**src/hdl/erlog_pkg.sv**
```systemverilog
// shared types, sizes, store/live mask tables and position helpers
// for the event ring log; used by every file in hdl, depends on nothing
package erlog_pkg;

  localparam int DEPTH    = 8192;
  localparam int SESSIONS = 8;
  localparam int AW       = $clog2(DEPTH);
  localparam int CW       = $clog2(DEPTH + 1);
  localparam int SW       = (SESSIONS > 1) ? $clog2(SESSIONS) : 1;

  typedef logic [AW-1:0] pos_t;
  typedef logic [CW-1:0] cnt_t;
  typedef logic [SW-1:0] sid_t;

  localparam logic [2:0] CMD_WRITE  = 3'd0;
  localparam logic [2:0] CMD_START  = 3'd1;
  localparam logic [2:0] CMD_RESUME = 3'd2;
  localparam logic [2:0] CMD_READ   = 3'd3;
  localparam logic [2:0] CMD_END    = 3'd4;

  localparam logic [3:0] TYPE_ANY = 4'hF;

  typedef struct packed {
    logic [31:0] ev_time;
    logic [7:0]  ev_state;
    logic [4:0]  ev_subtype;
    logic [3:0]  ev_type;
  } log_entry_t;

  typedef struct packed {
    logic [3:0]  filter;
    logic [31:0] t_start;
    logic [31:0] t_end;
    pos_t        pos;
    cnt_t        rem;
  } sess_t;

  localparam sess_t SESS_RESET = '{filter: TYPE_ANY, default: '0};

  typedef struct packed {
    logic en;
    sid_t addr;
  } sess_rd_req_t;

  typedef struct packed {
    logic  en;
    sid_t  addr;
    sess_t data;
  } sess_wr_req_t;

  typedef struct packed {
    logic en;
    pos_t addr;
  } log_rd_req_t;

  typedef struct packed {
    logic       en;
    pos_t       addr;
    log_entry_t data;
  } log_wr_req_t;

  // per-type subtype masks: which subtypes go to the log
  function automatic logic [31:0] store_mask(input logic [3:0] etype);
    logic [31:0] m;
    unique case (etype)
      4'd1:    m = 32'h1F73FFFE;
      4'd2:    m = 32'h00000002;
      4'd3:    m = 32'h00000002;
      4'd4:    m = 32'h00030FFA;
      4'd5:    m = 32'h0000003E;
      4'd6:    m = 32'h00001FFE;
      4'd7:    m = 32'h00000462;
      4'd8:    m = 32'h0000027E;
      4'd9:    m = 32'h00000002;
      default: m = 32'h00000000;
    endcase
    return m;
  endfunction

  // per-type subtype masks: which subtypes are sent live
  function automatic logic [31:0] live_mask(input logic [3:0] etype);
    logic [31:0] m;
    unique case (etype)
      4'd1:    m = 32'h117FFFFE;
      4'd2:    m = 32'h00000002;
      4'd3:    m = 32'h00000002;
      4'd4:    m = 32'h0003FBF8;
      4'd5:    m = 32'h0000002A;
      4'd6:    m = 32'h000000F2;
      4'd7:    m = 32'h00003FFE;
      4'd8:    m = 32'h0000019C;
      4'd9:    m = 32'h00000006;
      default: m = 32'h00000000;
    endcase
    return m;
  endfunction

  function automatic pos_t pos_inc(input pos_t p);
    return (p == pos_t'(DEPTH - 1)) ? '0 : p + 1'b1;
  endfunction

  function automatic pos_t pos_dec(input pos_t p);
    return (p == '0) ? pos_t'(DEPTH - 1) : p - 1'b1;
  endfunction

endpackage

```
**src/hdl/erlog_sess_table.sv**
```systemverilog
// search session table: small synchronous memory plus per-entry valid bits
// an entry never written reads as the reset session; depends on erlog_pkg
module erlog_sess_table (
  input  logic                    clk,
  input  logic                    rst,
  input  erlog_pkg::sess_rd_req_t rd,
  input  erlog_pkg::sess_wr_req_t wr,
  output erlog_pkg::sess_t        rd_data
);

  erlog_pkg::sess_t                  mem [erlog_pkg::SESSIONS];
  logic [erlog_pkg::SESSIONS-1:0]    vld;
  erlog_pkg::sess_t                  rd_q;
  logic                              rd_vld_q;

  always_ff @(posedge clk) begin
    if (rst) begin
      vld <= '0;
    end else if (wr.en) begin
      vld[wr.addr] <= 1'b1;
    end
  end

  always_ff @(posedge clk) begin
    if (wr.en) begin
      mem[wr.addr] <= wr.data;
    end
    if (rd.en) begin
      rd_q     <= mem[rd.addr];
      rd_vld_q <= vld[rd.addr];
    end
  end

  assign rd_data = rd_vld_q ? rd_q : erlog_pkg::SESS_RESET;

endmodule

```
**config.mk**
```make
export PLATFORM = sky130hd
export DESIGN_NAME = erlog_sess_table
export DESIGN_NICKNAME = d
export VERILOG_FILES = /design/src/hdl/erlog_pkg.sv /design/src/hdl/erlog_sess_table.sv
export SDC_FILE = /design/constraint.sdc
export NUM_CORES = 1
export LEC_CHECK = 0
export BUFFER_PORTS_ARGS = -buffer_cell sky130_fd_sc_hd__buf_2
export CORE_MARGIN = 2
export CORE_UTILIZATION = 40
export DETAILED_ROUTE_END_ITERATION = 16
export PLACE_DENSITY = 0.6
export SETUP_SLACK_MARGIN = 0.3
export SLEW_MARGIN = 0
export SYNTH_ARGS = -nofsm -noshare
export SYNTH_HDL_FRONTEND = slang
export SYNTH_SLANG_ARGS = --single-unit
```
**constraint.sdc**
```tcl
create_clock -name clk -period 9.55 [get_ports clk]
set_clock_uncertainty 0.1 [all_clocks]
set_input_delay 1.4325 -clock clk [delete_from_list [all_inputs] [get_ports clk]]
set_output_delay 1.4325 -clock clk [all_outputs]
set_load 0.01 [all_outputs]
```
==> impl_results.md, run 1 <==
- Status: finished clean
- Grt ovf: 0
- Max-cap violations: 0
- Critical Path RT: around 8 ns
- CTS buffer count: 88
- Root buf cell: clkbuf_16
- DRC violations left: 0
- Critical Path AT: between 2 and 3 ns
- Power per cell area: 216 mW/mm2
- Crit path launch type: register
- NumNets Final: 1696
- HP Class: reg2reg
- Sequential share of the synthesized area: 79.7%
- Worst stage delay on the critical path: 0.66 ns
- Most frequent cells in the layout: 856 x edfxtp_1, 195 x buf_2, 192 x mux4_2
- Final Hold Vio Count: 0
- Starting density of the core: between 40% and 50%
- Slew @ Worst Pin: 1.04 ns
- # resized after CTS: 0
- Worst skew pair latency: 0.64 ns
- Die ar.: 0.0834 mm2
- Count of final max-slew check failures: 0
- Worst-path cell chain: buf_4 > buf_4 > and2_1 > buf_2
- Die Y: 289 um
- Core ar.: 0.0804 mm2
- CP dominant cell by count: buf_4
- Clk sinks: ~860
- Syn_nets: 1450
- Register bit total from synthesis: 864
- WL per Instance: approximately 25 um
- Layout cells sized above 1: a little under 40%
- Initial DRC Count: roughly 1100
- IO Port Bufs: 199
- Deepest clock path buffer count: 3
- Synthesized area per cell: 24.1 um2
- CP Class: reg2out
- Die width: 289 um
- YS warnings: 0
- Most common cell after layout, fill and taps aside: edfxtp_1
- Setup crit end kind: output pin
- Lkg Pwr: 12.2 nW
- Largest cells by area after synthesis: edfxtp_1 79%, mux4_2 13%, mux2_2 3.3%, and2_1 1.8%, buf_6 0.69%
- Total power: 8.07 mW
- Synth top area share: roughly 79%
- Antenna-violating nets left: 0
- Rel. slew slack: a little under a third
- CTS tree: yes
- Final period util: 47.0%
- Setup ws final: between 5 and 6 ns
- Layout area overhead: 15.2%
- Total GRT Usage: 16.5%
- Delay-heaviest family, CP: buffers and inverters
- Worst Path Buf+Inv: 3
- Cells after Synth: 1345
- Fin Setup TNS: 0 ns
- RSZ-0062 raised after global routing: false
- DP Wirelength: approximately 35000 um
- Clock transition at path regs: 0.06 ns
- CTS hold repair buffers: 0
- Finished Layout Cells: ~2700
- Drt first pass iters: 5
- Crit path max-delay cell type: buf_4
- Max FO, Critical Path: 54
- First-pass GRT wire length: 100000 um
- Netlist cell types: 18
- Top Ports: 200
- Via-to-Cell Ratio: ~5.2
- Place WS: 5.04 ns
- Final setup fails: 0
- Worst vdd ir: 0.132 mV
- Initial antenna violation count: 14
- Htree depth: 3
- Final min period: 4.49 ns
- Rows: 104
- Routability Congestion: around 0.7
- Vias in the first global route: 15200
- Largest net degree at the start of global routing: about 110
- WL final: 68400 um
- Cell taking the most area after synthesis: edfxtp_1
- Post-Syn Area: approximately 0.032 mm2
- Max Freq: roughly 220 MHz
- Inst Count DP: 2561
- Post CTS Setup Buffer Count: 0
- Via count: 14300
- Layout fillers: 6699
==> report_power, final <==
part,switching (mW),internal (mW),leakage [nW]
registers,0.0333,4.33,7.91
clock network,1.40,1.89,1.35
logic,0.229,0.187,2.95
total,1.67,6.41,12.2
==> kinds of logic (layout without fill, tap and decap cells) <==
kind of cell | after synthesis | after routing | share of synthesized area, %
DFF | 864 | 864 | 79.7
muxes | 288 | 288 | 16.7
and+or+nand+nor | 106 | 106 | 2.09
buffers and inverters | 79 | 394 | 1.40
AOI/OAI and AO/OA | 8 | 8 | 0.135
other | 0 | 2 | 0
==> routing by layer <==
layer	up-vias	global-route usage, %	wire length (um)
met5	-	0	94
met4	16	4.66	1240
met3	105	3.24	3490
met2	321	27.1	33900
met1	7703	22.6	29700
li1	6127	-	-
==> flip-flops by register name, indices dropped and copies added, names as in the netlist <==
name,flops
mem,760
rd_q,95
vld,8
rd_vld_q,1
==> cell type report <==
cell class | instances | area, um2 | area share (%)
inverter | 14 | 70.1 | 0.188
clock buffer | 105 | 2310 | 6.18
timing repair buffer | 221 | 1200 | 3.20
sequential | 864 | 25900 | 69.2
multi-input combinational | 402 | 6140 | 16.4
antenna | 2 | 5.00 | 0.0134
tap | 1060 | 1330 | 3.55
clock inverter | 54 | 459 | 1.23
==> tightest hold or removal path, cell delays in order, from the launching register on <==
cell and delay (ns):
dfxtp_1 0.31, inv_1 0.04, a21oi_1 0.05
==> synthesized netlist by cell type <==
master     number
buf_6          20
nand4bb_1       3
or4b_2          1
mux2_2         96
clkbuf_1       28
inv_1          14
a21oi_1         7
dfxtp_1         8
nor2_1          2
a41oi_1         1
nand2_1         2
nand2b_1        4
buf_2           6
nand4b_1        3
and2_1         91
mux4_2        192
edfxtp_1      856
buf_1          11
==> path summary, 6_finish.rpt <==
| path | from | end | slack, ns | cells after the start |
|---|---|---|---|---|
| min | vld[0] | vld[0] | 0.34 | 2 |
| max | rd_vld_q | rd_data[76] | 5.06 | 4 |
| max reg2reg | mem[7][52] | rd_q[52] | 8.03 | 2 |
| min reg2reg | vld[0] | vld[0] | 0.34 | 2 |
==> stage by stage <==
stage / util [%] / area, um2 / hold slack, ns
final: 46.5 / 37400 / 0.344
after global routing: 46.5 / 37400 / 0.368
after CTS: 46.5 / 37400 / 0.349
after detailed placement: 43.0 / 34600 / 0.339
after global placement: 43.0 / 34600 / 0.330
after floorplan: - / 32400 / 0.322
Power figures use the tool's default switching activity.
==> run 2, diff against run 1 <==
==> constraint.sdc (replaced) <==
create_clock -name clk -period 4.6 [get_ports clk]
set_clock_uncertainty 0.1 [all_clocks]
set_input_delay 0.69 -clock clk [delete_from_list [all_inputs] [get_ports clk]]
set_output_delay 0.69 -clock clk [all_outputs]
set_load 0.01 [all_outputs]
==> run 2 against run 1 <==
Wire length rose by 0.23%. Sequential power up 110%. Via count grew 0.61%. Core utilization is 0.25 points higher. Final cell count is 0.51% higher. Highest routed layer unchanged. Critical path type unchanged. Non-clock buffer count increased by 8. Largest cell class unchanged. Critical endpoint is now rd_data[75]. Critical path depth shrank 1.
==> impl_results.md, run 2 (synthesis gave the netlist of run 1 again) <==
- Antenna-violating nets left: 0 (unchanged)
- Rel. slew slack: 34.5% (was 30.5%)
- Worst skew pair latency: 0.64 ns (about the same)
- Worst Min Path Start: wr[6] (was vld[0])
- Final setup fails: 0 (unchanged)
- NumNets Final: 1704 (was 1696)
- Max-cap violations: 0 (unchanged)
- Final Cell Area: 0.0376 mm2 (was 0.0374 mm2)
- HP Class: in2reg (was reg2reg)
- First-pass GRT wire length: 101000 um (was 100000 um)
- Root buf cell: clkbuf_16 (unchanged)
- Grt ovf: 0 (unchanged)
- Reg with most FFs: mem (unchanged)
- Starting density of the core: 40.3% (unchanged)
- Die width: 289 um (unchanged)
- Core ar.: 0.0804 mm2 (unchanged)
- Critical Path AT: 2.17 ns (was 2.95 ns)
- Finished Core Util: 46.7% (was 46.5%)
- WL final: 68500 um (was 68400 um)
- WL per Instance: 25.1 um (about the same)
- Slew @ Worst Pin: 0.983 ns (was 1.04 ns)
- Max FO, Critical Path: 60 (was 54)
- Power per cell area: 443 mW/mm2 (was 216 mW/mm2)
- Clk sinks: 864 (unchanged)
- Status: finished clean (unchanged)
- CTS tree: yes (unchanged)
- DRC violations left: 0 (unchanged)
- Die ar.: 0.0834 mm2 (unchanged)
- Layout area overhead: 15.8% (was 15.2%)
- Htree depth: 3 (unchanged)
- Count of final max-slew check failures: 0 (unchanged)
- Rows: 104 (unchanged)
- Largest register FFs: 760 (unchanged)
- Layout cells sized above 1: 38.7% (was 38.6%)
- Max Freq: approximately 340 MHz
- CTS hold repair buffers: 0 (unchanged)
- Vias in the first global route: 15500 (was 15200)
- IO Port Bufs: 199 (unchanged)
- # resized after CTS: 0 (unchanged)
- Final Hold Vio Count: 0 (unchanged)
- Total GRT Usage: 16.6% (was 16.5%)
- Finished Layout Cells: 2736 (was 2722)
- Via-to-Cell Ratio: 5.25 (was 5.24)
- Via count: 14400 (was 14300)
- Clock transition at path regs: 0.06 ns (about the same)
- Post CTS Setup Buffer Count: 0 (unchanged)
- Most common cell after layout, fill and taps aside: edfxtp_1 (unchanged)
- Initial DRC Count: 1182 (was 1109)
- Deepest clock path buffer count: 3 (unchanged)
- Reg2reg end: rd_q[15] (was rd_q[52])
- Largest net degree at the start of global routing: 96 (was 105)
- Fin Setup TNS: 0 ns (unchanged)
- Layout fillers: 6597 (was 6699)
- Most frequent cells in the layout: 856 x edfxtp_1, 195 x buf_2, 192 x mux4_2 (unchanged)
- Critical R2R Launch: mem[5][15] (was mem[7][52])
- Critical Path RT: 3.81 ns (was 8.02 ns)
- Setup crit end kind: output pin (unchanged)
- CP Class: reg2out (unchanged)
- CTS buffer count: 88 (unchanged)
- Worst hold margin: 0.221 ns (was 0.344 ns)
- R2r setup slk: 3.11 ns (was 8.03 ns)
- RSZ-0062 raised after global routing: false (unchanged)
- Placed Area: 0.0348 mm2 (was 0.0346 mm2)
- Top Registers: mem: 760 flops, rd_q: 95 flops, vld: 8 flops (unchanged)
- Inst Count DP: 2569 (was 2561)
- Crit path launch type: register (unchanged)
- Routability Congestion: 0.678 (was 0.682)
- Hold depth: 1 (was 2)
- DP Wirelength: 36400 um (was 34900 um)
- Die Y: 289 um (unchanged)
- Final min period: around 3.0 ns
- Worst vdd ir: 0.259 mV (was 0.132 mV)
- Hold endpoint: mem[7][6] (was vld[0])
- Final period util: 64.4%
- Top Ports: 200 (unchanged)
- R2R depth: 2 (unchanged)
- Lkg Pwr: 12.3 nW (was 12.2 nW)
- Initial antenna violation count: 19 (was 14)
- Drt first pass iters: 4 (was 5)
run 2: cell count changes in the layout (fill, tap and decap cells not counted), sizes merged:
cell | before | now
buf | 220 | 228
diode | 2 | 8
clkinv | 39 | 43
clkbuf | 106 | 104
inv | 19 | 17
bufinv | 6 | 5
clkinvlp | 4 | 5
run 2: layout make-up:
cell class / instances / area, um2 / share of cell area [%]
diodes: 8 / 20.0 / 0.0533
clock buffers: 103 / 2300 / 6.13
clock inverters: 56 / 414 / 1.10
inverters: 14 / 70.1 / 0.187
multi-input cells: 402 / 6140 / 16.3
flip-flops and latches: 864 / 25900 / 68.9
well taps: 1060 / 1330 / 3.53
repair buffers: 229 / 1430 / 3.81
run 2: report_power, final:
group	internal (mW)	switching [mW]
logic	0.401	0.482
clock network	3.85	2.87
registers	8.99	0.0669
total	13.2	3.42
run 2: worst max path at each step:
stage,startpoint,cells after the start,to
4_1_cts,rd_vld_q,3,rd_data[75]
5_1_grt,rd_vld_q,3,rd_data[75]
3_3_place_gp,rd[0],4,rd_q[16]
2_1_floorplan,wr[97],2,mem[0][0]
3_5_place_dp,rd[0],4,rd_q[13]
6_report,rd_vld_q,3,rd_data[75]
run 2: worst max-delay path, cell delays in order, from the launching register on:
cell and delay (ns):
edfxtp_1 0.34, buf_4 0.60, and2_1 0.39, buf_2 0.19
run 2: through the flow:
| step | power [mW] | setup WS (ns) |
|---|---|---|
| CTS | 16.9 | 1.56 |
| global placement | 10.1 | 1.68 |
| detailed placement | 10.1 | 1.68 |
| global route | 17.2 | 1.47 |
| finish | 16.7 | 1.64 |
| floorplan | 9.74 | 0.816 |
run 2: routing by layer:
metal / GRT usage [%] / share of wire, % / vias to the layer above
li1: - / - / 6149
met1: 22.6 / 43 / 7729
met2: 27.1 / 49 / 369
met3: 3.71 / 6.0 / 92
met4: 4.50 / 1.5 / 20
met5: 0 / 0.17 / -
